<file path="src/rtl/wmrs_pkg.sv">
// Package for the washer motor relay sequencer.
// Holds pin positions, phase and spin codes, register indexes and shared structs.
// No dependencies.
package wmrs_pkg;

    localparam int PIN_VALVE = 0;
    localparam int PIN_DIR   = 1;
    localparam int PIN_SPD1  = 2;
    localparam int PIN_SPD2  = 3;
    localparam int PIN_PUMP  = 4;
    localparam int PIN_MOTOR = 5;
    localparam int NUM_PINS  = 6;

    localparam logic [2:0] FN_FILL_PREWASH = 3'd0;
    localparam logic [2:0] FN_FILL_WASH    = 3'd1;
    localparam logic [2:0] FN_FILL         = 3'd2;
    localparam logic [2:0] FN_FILL_SOFT    = 3'd3;
    localparam logic [2:0] FN_WASH         = 3'd4;
    localparam logic [2:0] FN_DRAIN        = 3'd5;
    localparam logic [2:0] FN_SPIN         = 3'd6;
    localparam logic [2:0] FN_OTHER        = 3'd7;

    localparam logic [2:0] SPIN_IDLE   = 3'd0;
    localparam logic [2:0] SPIN_SETTLE = 3'd1;
    localparam logic [2:0] SPIN_RUN    = 3'd2;
    localparam logic [2:0] SPIN_STOP   = 3'd3;
    localparam logic [2:0] SPIN_SPEED  = 3'd4;
    localparam logic [2:0] SPIN_DIR    = 3'd5;
    localparam logic [2:0] SPIN_DONE   = 3'd6;
    localparam logic [2:0] SPIN_HOLD   = 3'd7;

    localparam logic       OP_REFRESH    = 1'b0;
    localparam logic       OP_SPIN_RESET = 1'b1;

    localparam logic [2:0] CFG_SETTLE    = 3'd0;
    localparam logic [2:0] CFG_MOTOR_ON  = 3'd1;
    localparam logic [2:0] CFG_MOTOR_OFF = 3'd2;
    localparam logic [2:0] CFG_SPEED     = 3'd3;
    localparam logic [2:0] CFG_DIRECTION = 3'd4;

    localparam logic [15:0] RST_SETTLE    = 16'd1000;
    localparam logic [15:0] RST_MOTOR_ON  = 16'd3000;
    localparam logic [15:0] RST_MOTOR_OFF = 16'd10;
    localparam logic [15:0] RST_SPEED     = 16'd10;
    localparam logic [15:0] RST_DIRECTION = 16'd100;

    typedef struct packed {
        logic        operation;
        logic [31:0] now_ms;
        logic        machine_on;
        logic        phase_valid;
        logic [2:0]  phase_function;
        logic [7:0]  wash_step;
        logic        drum_empty;
        logic        already_accelerated;
    } t_item;

    typedef struct packed {
        logic [NUM_PINS-1:0] pins;
        logic [2:0]          state;
        logic [31:0]         deadline;
    } t_seq;

    typedef struct packed {
        logic [15:0] settle;
        logic [15:0] motor_on;
        logic [15:0] motor_off;
        logic [15:0] speed;
        logic [15:0] direction;
    } t_waits;

    typedef struct packed {
        logic [NUM_PINS-1:0] pins;
        logic                set_accelerated;
        logic                step_forced_zero;
    } t_result;

endpackage

</file>
<file path="src/rtl/wmrs_step.sv">
// Next-state logic of the washer motor relay sequencer for one transaction.
// Pure combinational; uses wmrs_pkg.
module wmrs_step
    import wmrs_pkg::*;
(
    input  t_item   i_item,
    input  t_seq    i_seq,
    input  t_waits  i_waits,
    output t_seq    o_seq,
    output t_result o_result
);

    t_seq                n_seq;
    logic [NUM_PINS-1:0] pins;
    logic [7:0]          step;
    logic                forced;
    logic                accel_done;
    logic                agitate;

    always_comb begin
        n_seq      = i_seq;
        pins       = i_seq.pins;
        forced     = 1'b0;
        accel_done = 1'b0;
        agitate    = 1'b0;
        step       = i_item.wash_step;

        if (i_item.operation == OP_SPIN_RESET) begin
            n_seq.state    = SPIN_IDLE;
            n_seq.deadline = 32'd0;
        end else if (i_item.machine_on && i_item.phase_valid) begin
            if (i_item.phase_function != FN_SPIN) begin
                n_seq.state = SPIN_IDLE;
            end
            case (i_item.phase_function)
                FN_FILL_PREWASH, FN_FILL_WASH: begin
                    if (!i_item.drum_empty) begin
                        agitate = 1'b1;
                    end else begin
                        pins[PIN_MOTOR] = 1'b1;
                        pins[PIN_DIR]   = 1'b1;
                        pins[PIN_SPD1]  = 1'b1;
                        pins[PIN_SPD2]  = 1'b1;
                    end
                end
                FN_WASH: begin
                    pins[PIN_VALVE] = 1'b1;
                    agitate         = 1'b1;
                end
                FN_DRAIN: begin
                    pins[PIN_VALVE] = 1'b1;
                    pins[PIN_DIR]   = 1'b1;
                    pins[PIN_SPD1]  = 1'b1;
                    pins[PIN_SPD2]  = 1'b1;
                    pins[PIN_MOTOR] = 1'b1;
                    pins[PIN_PUMP]  = 1'b0;
                end
                FN_SPIN: begin
                    if (i_item.already_accelerated) begin
                        pins = '0;
                        pins[PIN_VALVE] = 1'b1;
                    end else if (i_seq.state == SPIN_IDLE) begin
                        pins[PIN_VALVE] = 1'b1;
                        pins[PIN_DIR]   = 1'b0;
                        pins[PIN_SPD1]  = 1'b1;
                        pins[PIN_SPD2]  = 1'b1;
                        n_seq.deadline  = i_item.now_ms + {16'd0, i_waits.settle};
                        n_seq.state     = SPIN_SETTLE;
                    end else if (i_seq.state inside {SPIN_DONE, SPIN_HOLD}) begin
                        pins[PIN_SPD1]  = 1'b0;
                        pins[PIN_SPD2]  = 1'b0;
                        pins[PIN_PUMP]  = 1'b0;
                        pins[PIN_MOTOR] = 1'b0;
                    end else if (i_item.now_ms >= i_seq.deadline) begin
                        case (i_seq.state)
                            SPIN_SETTLE: begin
                                pins[PIN_MOTOR] = 1'b0;
                                n_seq.deadline  = i_item.now_ms + {16'd0, i_waits.motor_on};
                                n_seq.state     = SPIN_RUN;
                            end
                            SPIN_RUN: begin
                                pins[PIN_MOTOR] = 1'b1;
                                n_seq.deadline  = i_item.now_ms + {16'd0, i_waits.motor_off};
                                n_seq.state     = SPIN_STOP;
                            end
                            SPIN_STOP: begin
                                pins[PIN_SPD1]  = 1'b0;
                                pins[PIN_SPD2]  = 1'b0;
                                n_seq.deadline  = i_item.now_ms + {16'd0, i_waits.speed};
                                n_seq.state     = SPIN_SPEED;
                            end
                            SPIN_SPEED: begin
                                pins[PIN_DIR]   = 1'b0;
                                n_seq.deadline  = i_item.now_ms + {16'd0, i_waits.direction};
                                n_seq.state     = SPIN_DIR;
                            end
                            default: begin
                                pins[PIN_MOTOR] = 1'b0;
                                n_seq.state     = SPIN_DONE;
                                accel_done      = 1'b1;
                            end
                        endcase
                    end
                end
                default: begin
                end
            endcase

            if (agitate) begin
                if (step >= 8'd4) begin
                    step   = 8'd0;
                    forced = 1'b1;
                end
                if (step inside {8'd1, 8'd3}) begin
                    pins[PIN_MOTOR] = 1'b1;
                end else begin
                    pins[PIN_SPD1]  = 1'b1;
                    pins[PIN_SPD2]  = 1'b1;
                    pins[PIN_PUMP]  = 1'b1;
                    pins[PIN_DIR]   = (step == 8'd0);
                    pins[PIN_MOTOR] = 1'b0;
                end
            end
        end
        n_seq.pins = pins;
    end

    assign o_seq                     = n_seq;
    assign o_result.pins             = pins;
    assign o_result.set_accelerated  = accel_done;
    assign o_result.step_forced_zero = forced;

endmodule

</file>
<file path="src/rtl/washer_motor_relay_sequencer.sv">
// Top level of the washer motor relay sequencer: input register, state, result register.
// Depends on wmrs_pkg and wmrs_step.
//
//   channel  | handshake            | payload
//   ---------+----------------------+------------------------------------------
//   input    | i_valid / o_ready    | i_operation .. i_already_accelerated
//   result   | o_valid / i_ready    | o_valve_pin .. o_step_forced_zero
//   config   | i_cfg_we             | i_cfg_index, i_cfg_data
//
// One transaction per cycle while the result is not stalled; the result passes through the
// input register, then the result register.
// The relay state updates in the same cycle that loads the result register.
// A stalled result holds the input register; o_ready falls only when both are full and the result is stalled.
// Synchronous active-low reset clears the relay state and loads the default waits.
module washer_motor_relay_sequencer
    import wmrs_pkg::*;
(
    input  logic        i_clk,
    input  logic        i_rst_n,
    input  logic        i_valid,
    output logic        o_ready,
    input  logic        i_operation,
    input  logic [31:0] i_now_ms,
    input  logic        i_machine_on,
    input  logic        i_phase_valid,
    input  logic [2:0]  i_phase_function,
    input  logic [7:0]  i_wash_step,
    input  logic        i_drum_empty,
    input  logic        i_already_accelerated,
    output logic        o_valid,
    input  logic        i_ready,
    output logic        o_valve_pin,
    output logic        o_direction_pin,
    output logic        o_speed1_pin,
    output logic        o_speed2_pin,
    output logic        o_pump_pin,
    output logic        o_motor_pin,
    output logic        o_set_accelerated,
    output logic        o_step_forced_zero,
    input  logic        i_cfg_we,
    input  logic [2:0]  i_cfg_index,
    input  logic [15:0] i_cfg_data
);

    logic    r_in_valid;
    t_item   r_item;
    logic    r_out_valid;
    t_result r_result;
    t_seq    r_seq;
    t_waits  r_waits;
    t_seq    n_seq;
    t_result n_result;
    logic    advance;

    assign advance = !r_out_valid || i_ready;
    assign o_ready = !r_in_valid || advance;

    wmrs_step u_step (
        .i_item   (r_item),
        .i_seq    (r_seq),
        .i_waits  (r_waits),
        .o_seq    (n_seq),
        .o_result (n_result)
    );

    always_ff @(posedge i_clk) begin
        if (!i_rst_n) begin
            r_waits.settle    <= RST_SETTLE;
            r_waits.motor_on  <= RST_MOTOR_ON;
            r_waits.motor_off <= RST_MOTOR_OFF;
            r_waits.speed     <= RST_SPEED;
            r_waits.direction <= RST_DIRECTION;
        end else if (i_cfg_we) begin
            case (i_cfg_index)
                CFG_SETTLE:    r_waits.settle    <= i_cfg_data;
                CFG_MOTOR_ON:  r_waits.motor_on  <= i_cfg_data;
                CFG_MOTOR_OFF: r_waits.motor_off <= i_cfg_data;
                CFG_SPEED:     r_waits.speed     <= i_cfg_data;
                CFG_DIRECTION: r_waits.direction <= i_cfg_data;
                default: begin
                end
            endcase
        end
    end

    always_ff @(posedge i_clk) begin
        if (!i_rst_n) begin
            r_in_valid <= 1'b0;
        end else if (o_ready) begin
            r_in_valid <= i_valid;
        end
    end

    always_ff @(posedge i_clk) begin
        if (o_ready && i_valid) begin
            r_item.operation           <= i_operation;
            r_item.now_ms              <= i_now_ms;
            r_item.machine_on          <= i_machine_on;
            r_item.phase_valid         <= i_phase_valid;
            r_item.phase_function      <= i_phase_function;
            r_item.wash_step           <= i_wash_step;
            r_item.drum_empty          <= i_drum_empty;
            r_item.already_accelerated <= i_already_accelerated;
        end
    end

    always_ff @(posedge i_clk) begin
        if (!i_rst_n) begin
            r_seq       <= '0;
            r_out_valid <= 1'b0;
        end else if (advance) begin
            r_out_valid <= r_in_valid;
            if (r_in_valid) begin
                r_seq <= n_seq;
            end
        end
    end

    always_ff @(posedge i_clk) begin
        if (advance && r_in_valid) begin
            r_result <= n_result;
        end
    end

    assign o_valid            = r_out_valid;
    assign o_valve_pin        = r_result.pins[PIN_VALVE];
    assign o_direction_pin    = r_result.pins[PIN_DIR];
    assign o_speed1_pin       = r_result.pins[PIN_SPD1];
    assign o_speed2_pin       = r_result.pins[PIN_SPD2];
    assign o_pump_pin         = r_result.pins[PIN_PUMP];
    assign o_motor_pin        = r_result.pins[PIN_MOTOR];
    assign o_set_accelerated  = r_result.set_accelerated;
    assign o_step_forced_zero = r_result.step_forced_zero;

endmodule
</file>
<file path="config.mk">
export PLATFORM = sky130hd
export DESIGN_NAME = washer_motor_relay_sequencer
export DESIGN_NICKNAME = d
export VERILOG_FILES = /design/src/rtl/wmrs_pkg.sv /design/src/rtl/wmrs_step.sv /design/src/rtl/washer_motor_relay_sequencer.sv
export SDC_FILE = /design/constraint.sdc
export NUM_CORES = 1
export LEC_CHECK = 0
export BUFFER_PORTS_ARGS = -buffer_cell sky130_fd_sc_hd__buf_2
export CORE_MARGIN = 8
export CORE_UTILIZATION = 25
export DETAILED_ROUTE_END_ITERATION = 8
export PLACE_DENSITY = 0.49
export SETUP_SLACK_MARGIN = 0.15
export SLEW_MARGIN = 5
export SYNTH_ARGS = -nofsm -noshare
export SYNTH_HDL_FRONTEND = slang
export SYNTH_SLANG_ARGS = --single-unit
</file>
<file path="constraint.sdc">
create_clock -name i_clk -period 4.5 [get_ports i_clk]
set_clock_uncertainty 0.15 [all_clocks]
set_input_delay 0 -clock i_clk [delete_from_list [all_inputs] [get_ports i_clk]]
set_output_delay 0 -clock i_clk [all_outputs]
set_load 0.005 [all_outputs]
</file>
==> metrics.yaml <==
run_status:
  status: "finished, final reports clean"
clock_network:
  cts_tree: "built"
  cts_buffers: 17
  cts_buffer_depth: 2
  htree_levels: 4
  clk_latency_ns: 0.45
  root_buffer: "clkbuf_16"
  cts.sinks: 179
  clk_pin_slew_worst_paths_ns: 0.08
  postCtsSetupBuffers: 0
finish:
  layout-drive-gt1-share_pct: 13.0
  syn_to_final_growth_pct: 22.7
  fillCellCount: 4237
  layout_commonest_cell: "nand2_1"
  final_area_um2: 12300
  antenna_cells: 0
  nNetsFinal: 1416
  instances_no_fill: 1816
  final_util_pct: 31.0
  most-common-layout-cells: "nand2_1, dfxtp_1, buf_2, dlygate4sd3_1, ha_1"
place:
  dpl.hpwl_um: 22100
  placed_area_um2: 11000
  gp_congestion: 0.825
  port_buffers: 81
  dpl.cell_count: 1714
critical_path:
  cp_max_fo: 25
  critPathTopFamily: "compound AO/OA/AOI/OAI gates"
  critPathCaptureType: "register"
  cp-startpoint: "r_seq[33]"
  critPathCapture: "r_seq[23]"
  crit_type: "register to register"
  slowest_stage: "dfxtp_1"
  crit_chain: "inv_1, nor2_2, buf_4, a221oi_1, o21ai_0, ha_1, o211ai_2, o211a_4, nor3b_4, o2111a_4, nor2_2, or2_1, o31a_1, a32o_1"
  cp-start-kind: "register"
  worstReg2RegStart: "r_seq[33]"
  crit_arrival_ns: 4.21
  crit_cells: 14
  r2r-end: "r_seq[23]"
  rr_worst_depth: 14
  r2r_setup_slack_ns: 0.48
  worstPathRequired_ns: 4.70
  cp_common_cell: "nor2_2"
  slowest_delay_ns: 0.48
  cp_num_buf_inv: 2
routing:
  vias_per_cell: 4.82
  dr.pass1.iters: 5
  drtAntennaViolNets: 0
  wirelength_um: 30600
  drc: 0
  wl_per_cell_um: 16.9
  num_vias: 8758
  drt_iter0_markers: 607
yosys:
  synth_edf_count: 56
  synthesis.nets: 1281
  ys_warn_count: 0
  postSynthCellCount: 1143
  ys_async_sr_fraction_pct: 0
  ys.flop_type: "dfxtp_1"
  ys_ff_latch: 179
  syn_avg_cell_area_um2: 8.76
  ys_types: 74
  synth_area_um2: 10000
  synth.yosys.seq_area_share_pct: 41.4
power_and_ir_drop:
  clkPwrFrac_pct: 40.8
  p_per_area_nw_per_um2: 307
  combPwrFrac_pct: 12.3
  switchingPower_mw: 1.05
  swShare_pct: 27.7
  p_seq_share_pct: 46.8
  leakage_nw: 4.58
  ir_worst_vdd_mv: 0.253
  power.total_mw: 3.77
  p_int_mw: 2.73
floorplanning:
  num_rows: 73
  start_util_pct: 25.3
  fp.dieW_um: 216
  core_area_um2: 39600
  die_h_um: 216
  ioPinCount: 82
  dieArea_um2: 46700
sta:
  setup_violations: 0
  layout_min_cycle_time_ns: 4.02
  slew_viol_final: 0
  fin_setup_tns_ns: 0
  fmax_ghz: 0.249
  rsz0062_at_grt: "no"
  hold_viol: 0
  final.period_utilization_pct: 89.2
  max_slew.worst_pin.slew_ns: 1.01
  slew_headroom_pct: 32.7
worst_hold_path:
  worst_hold_path_type: "primary input to register"
global_route:
  grt_pass1_vias: 8705
  grt_pass1_wl_um: 48400
  antenna_found_initial: 0
  grt_max_degree: 104
  grt.overflow.total: 0
  grtUsageTotal_pct: 13.0
flow_run:
  cap_violations: 0
[routing by layer]
metal / GRT usage, % / routed length, um / vias to the layer above
met1: 17.2 / 14600 / 4138
met3: 2.66 / 1180 / 43
met2: 20.6 / 14100 / 173
li1: - / - / 4404
met4: 5.09 / 824 / 0
met5: 0 / 0 / -
[worst reg2reg max path, cell delays in order, from the launching register on]
cell	delay [ns]
dfxtp_1	0.48
inv_1	0.15
nor2_2	0.23
buf_4	0.33
a221oi_1	0.12
o21ai_0	0.32
ha_1	0.30
o211ai_2	0.12
o211a_4	0.27
nor3b_4	0.31
o2111a_4	0.33
nor2_2	0.07
or2_1	0.26
o31a_1	0.24
a32o_1	0.23
[how the worst min path moves through the flow]
stage	endpoint	from	slack [ns]	depth (start not counted)
after CTS	r_waits[46]	i_cfg_index[2]	0.07	7
after global placement	r_item[9]	i_wash_step[7]	0.03	1
after global routing	r_item[44]	i_now_ms[29]	0.09	2
after floorplan	r_item[0]	i_already_accelerated	-0.05	0
final	r_item[46]	i_now_ms[31]	0.11	2
after detailed placement	r_item[28]	i_now_ms[13]	0.03	1
[timing repair]
action                                 CTS  global route
setup endpoints to repair                0             7
resized for setup                        0             2
endpoints found under the hold margin  135             0
hold buffers                            70             0
[flip-flops by register name, indices dropped and copies added, names as in the netlist]
signal	flops
o_speed2_pin	1
o_valve_pin	1
r_waits	80
o_valid	1
r_item	48
o_pump_pin	1
o_motor_pin	1
r_seq	41
o_set_accelerated	1
o_direction_pin	1
o_step_forced_zero	1
o_speed1_pin	1
r_in_valid	1
[final cells by class]
cell class / instances / area, um2 / share of cell area, %
tap: 525 / 657 / 5.35
clock buffer: 18 / 439 / 3.57
inverter: 47 / 176 / 1.44
sequential: 179 / 4140 / 33.7
timing repair buffer: 168 / 1230 / 10.0
clock inverter: 14 / 160 / 1.30
multi-input combinational: 865 / 5480 / 44.6
[power groups by stage]
stage          clock network, mW  registers [mW]  logic, mW
6_report                    1.54            1.77      0.465
3_3_place_gp                   0            1.81      0.411
3_5_place_dp                   0            1.80      0.416
2_1_floorplan                  0            1.78      0.284
5_1_grt                     1.65            1.77      0.515
4_1_cts                     1.59            1.77      0.466
[synthesized netlist by cell type (all sizes together) (5+ instances only)]
cell	n	area, um2
nand2b	8	50.1
xor2	16	140
o22ai	14	87.6
a22oi	9	67.6
buf	7	55.1
nand3	37	185
and3	8	50.1
dfxtp	123	2460
o31ai	7	62.6
o21ai	79	437
a21boi	63	473
or2	5	31.3
a21oi	42	210
edfxtp	56	1680
a22o	8	70.1
o211ai	8	70.1
nor3	16	90.1
a211oi	7	52.6
and2	6	37.5
o21a	7	52.6
nand4	8	50.1
a221oi	36	322
xnor2	19	166
a21o	11	82.6
nor2	61	246
nor2b	10	62.6
ha	64	801
inv	47	176
clkbuf	45	169
a31oi	12	75.1
nand2	245	920
[metrics by stage]
step / hold WS (ns) / setup slack, ns
3_5_place_dp: 0.0282 / 0.429
5_1_grt: 0.0947 / 0.158
2_1_floorplan: -0.0511 / 0.572
4_1_cts: 0.0673 / 0.388
6_report: 0.106 / 0.484
3_3_place_gp: 0.0273 / 0.483
[cell families after synthesis]
group / synth area share, %
XOR/XNOR: 3.06
AND/OR/NAND/NOR: 18.7
buffers and inverters: 4.00
adder cells (fa/ha/maj): 8.51
AO/OA/AOI/OAI: 24.2
flip-flops: 41.4
multiplexers: 0.100
Note: power is estimated with default switching activity, not from simulation.
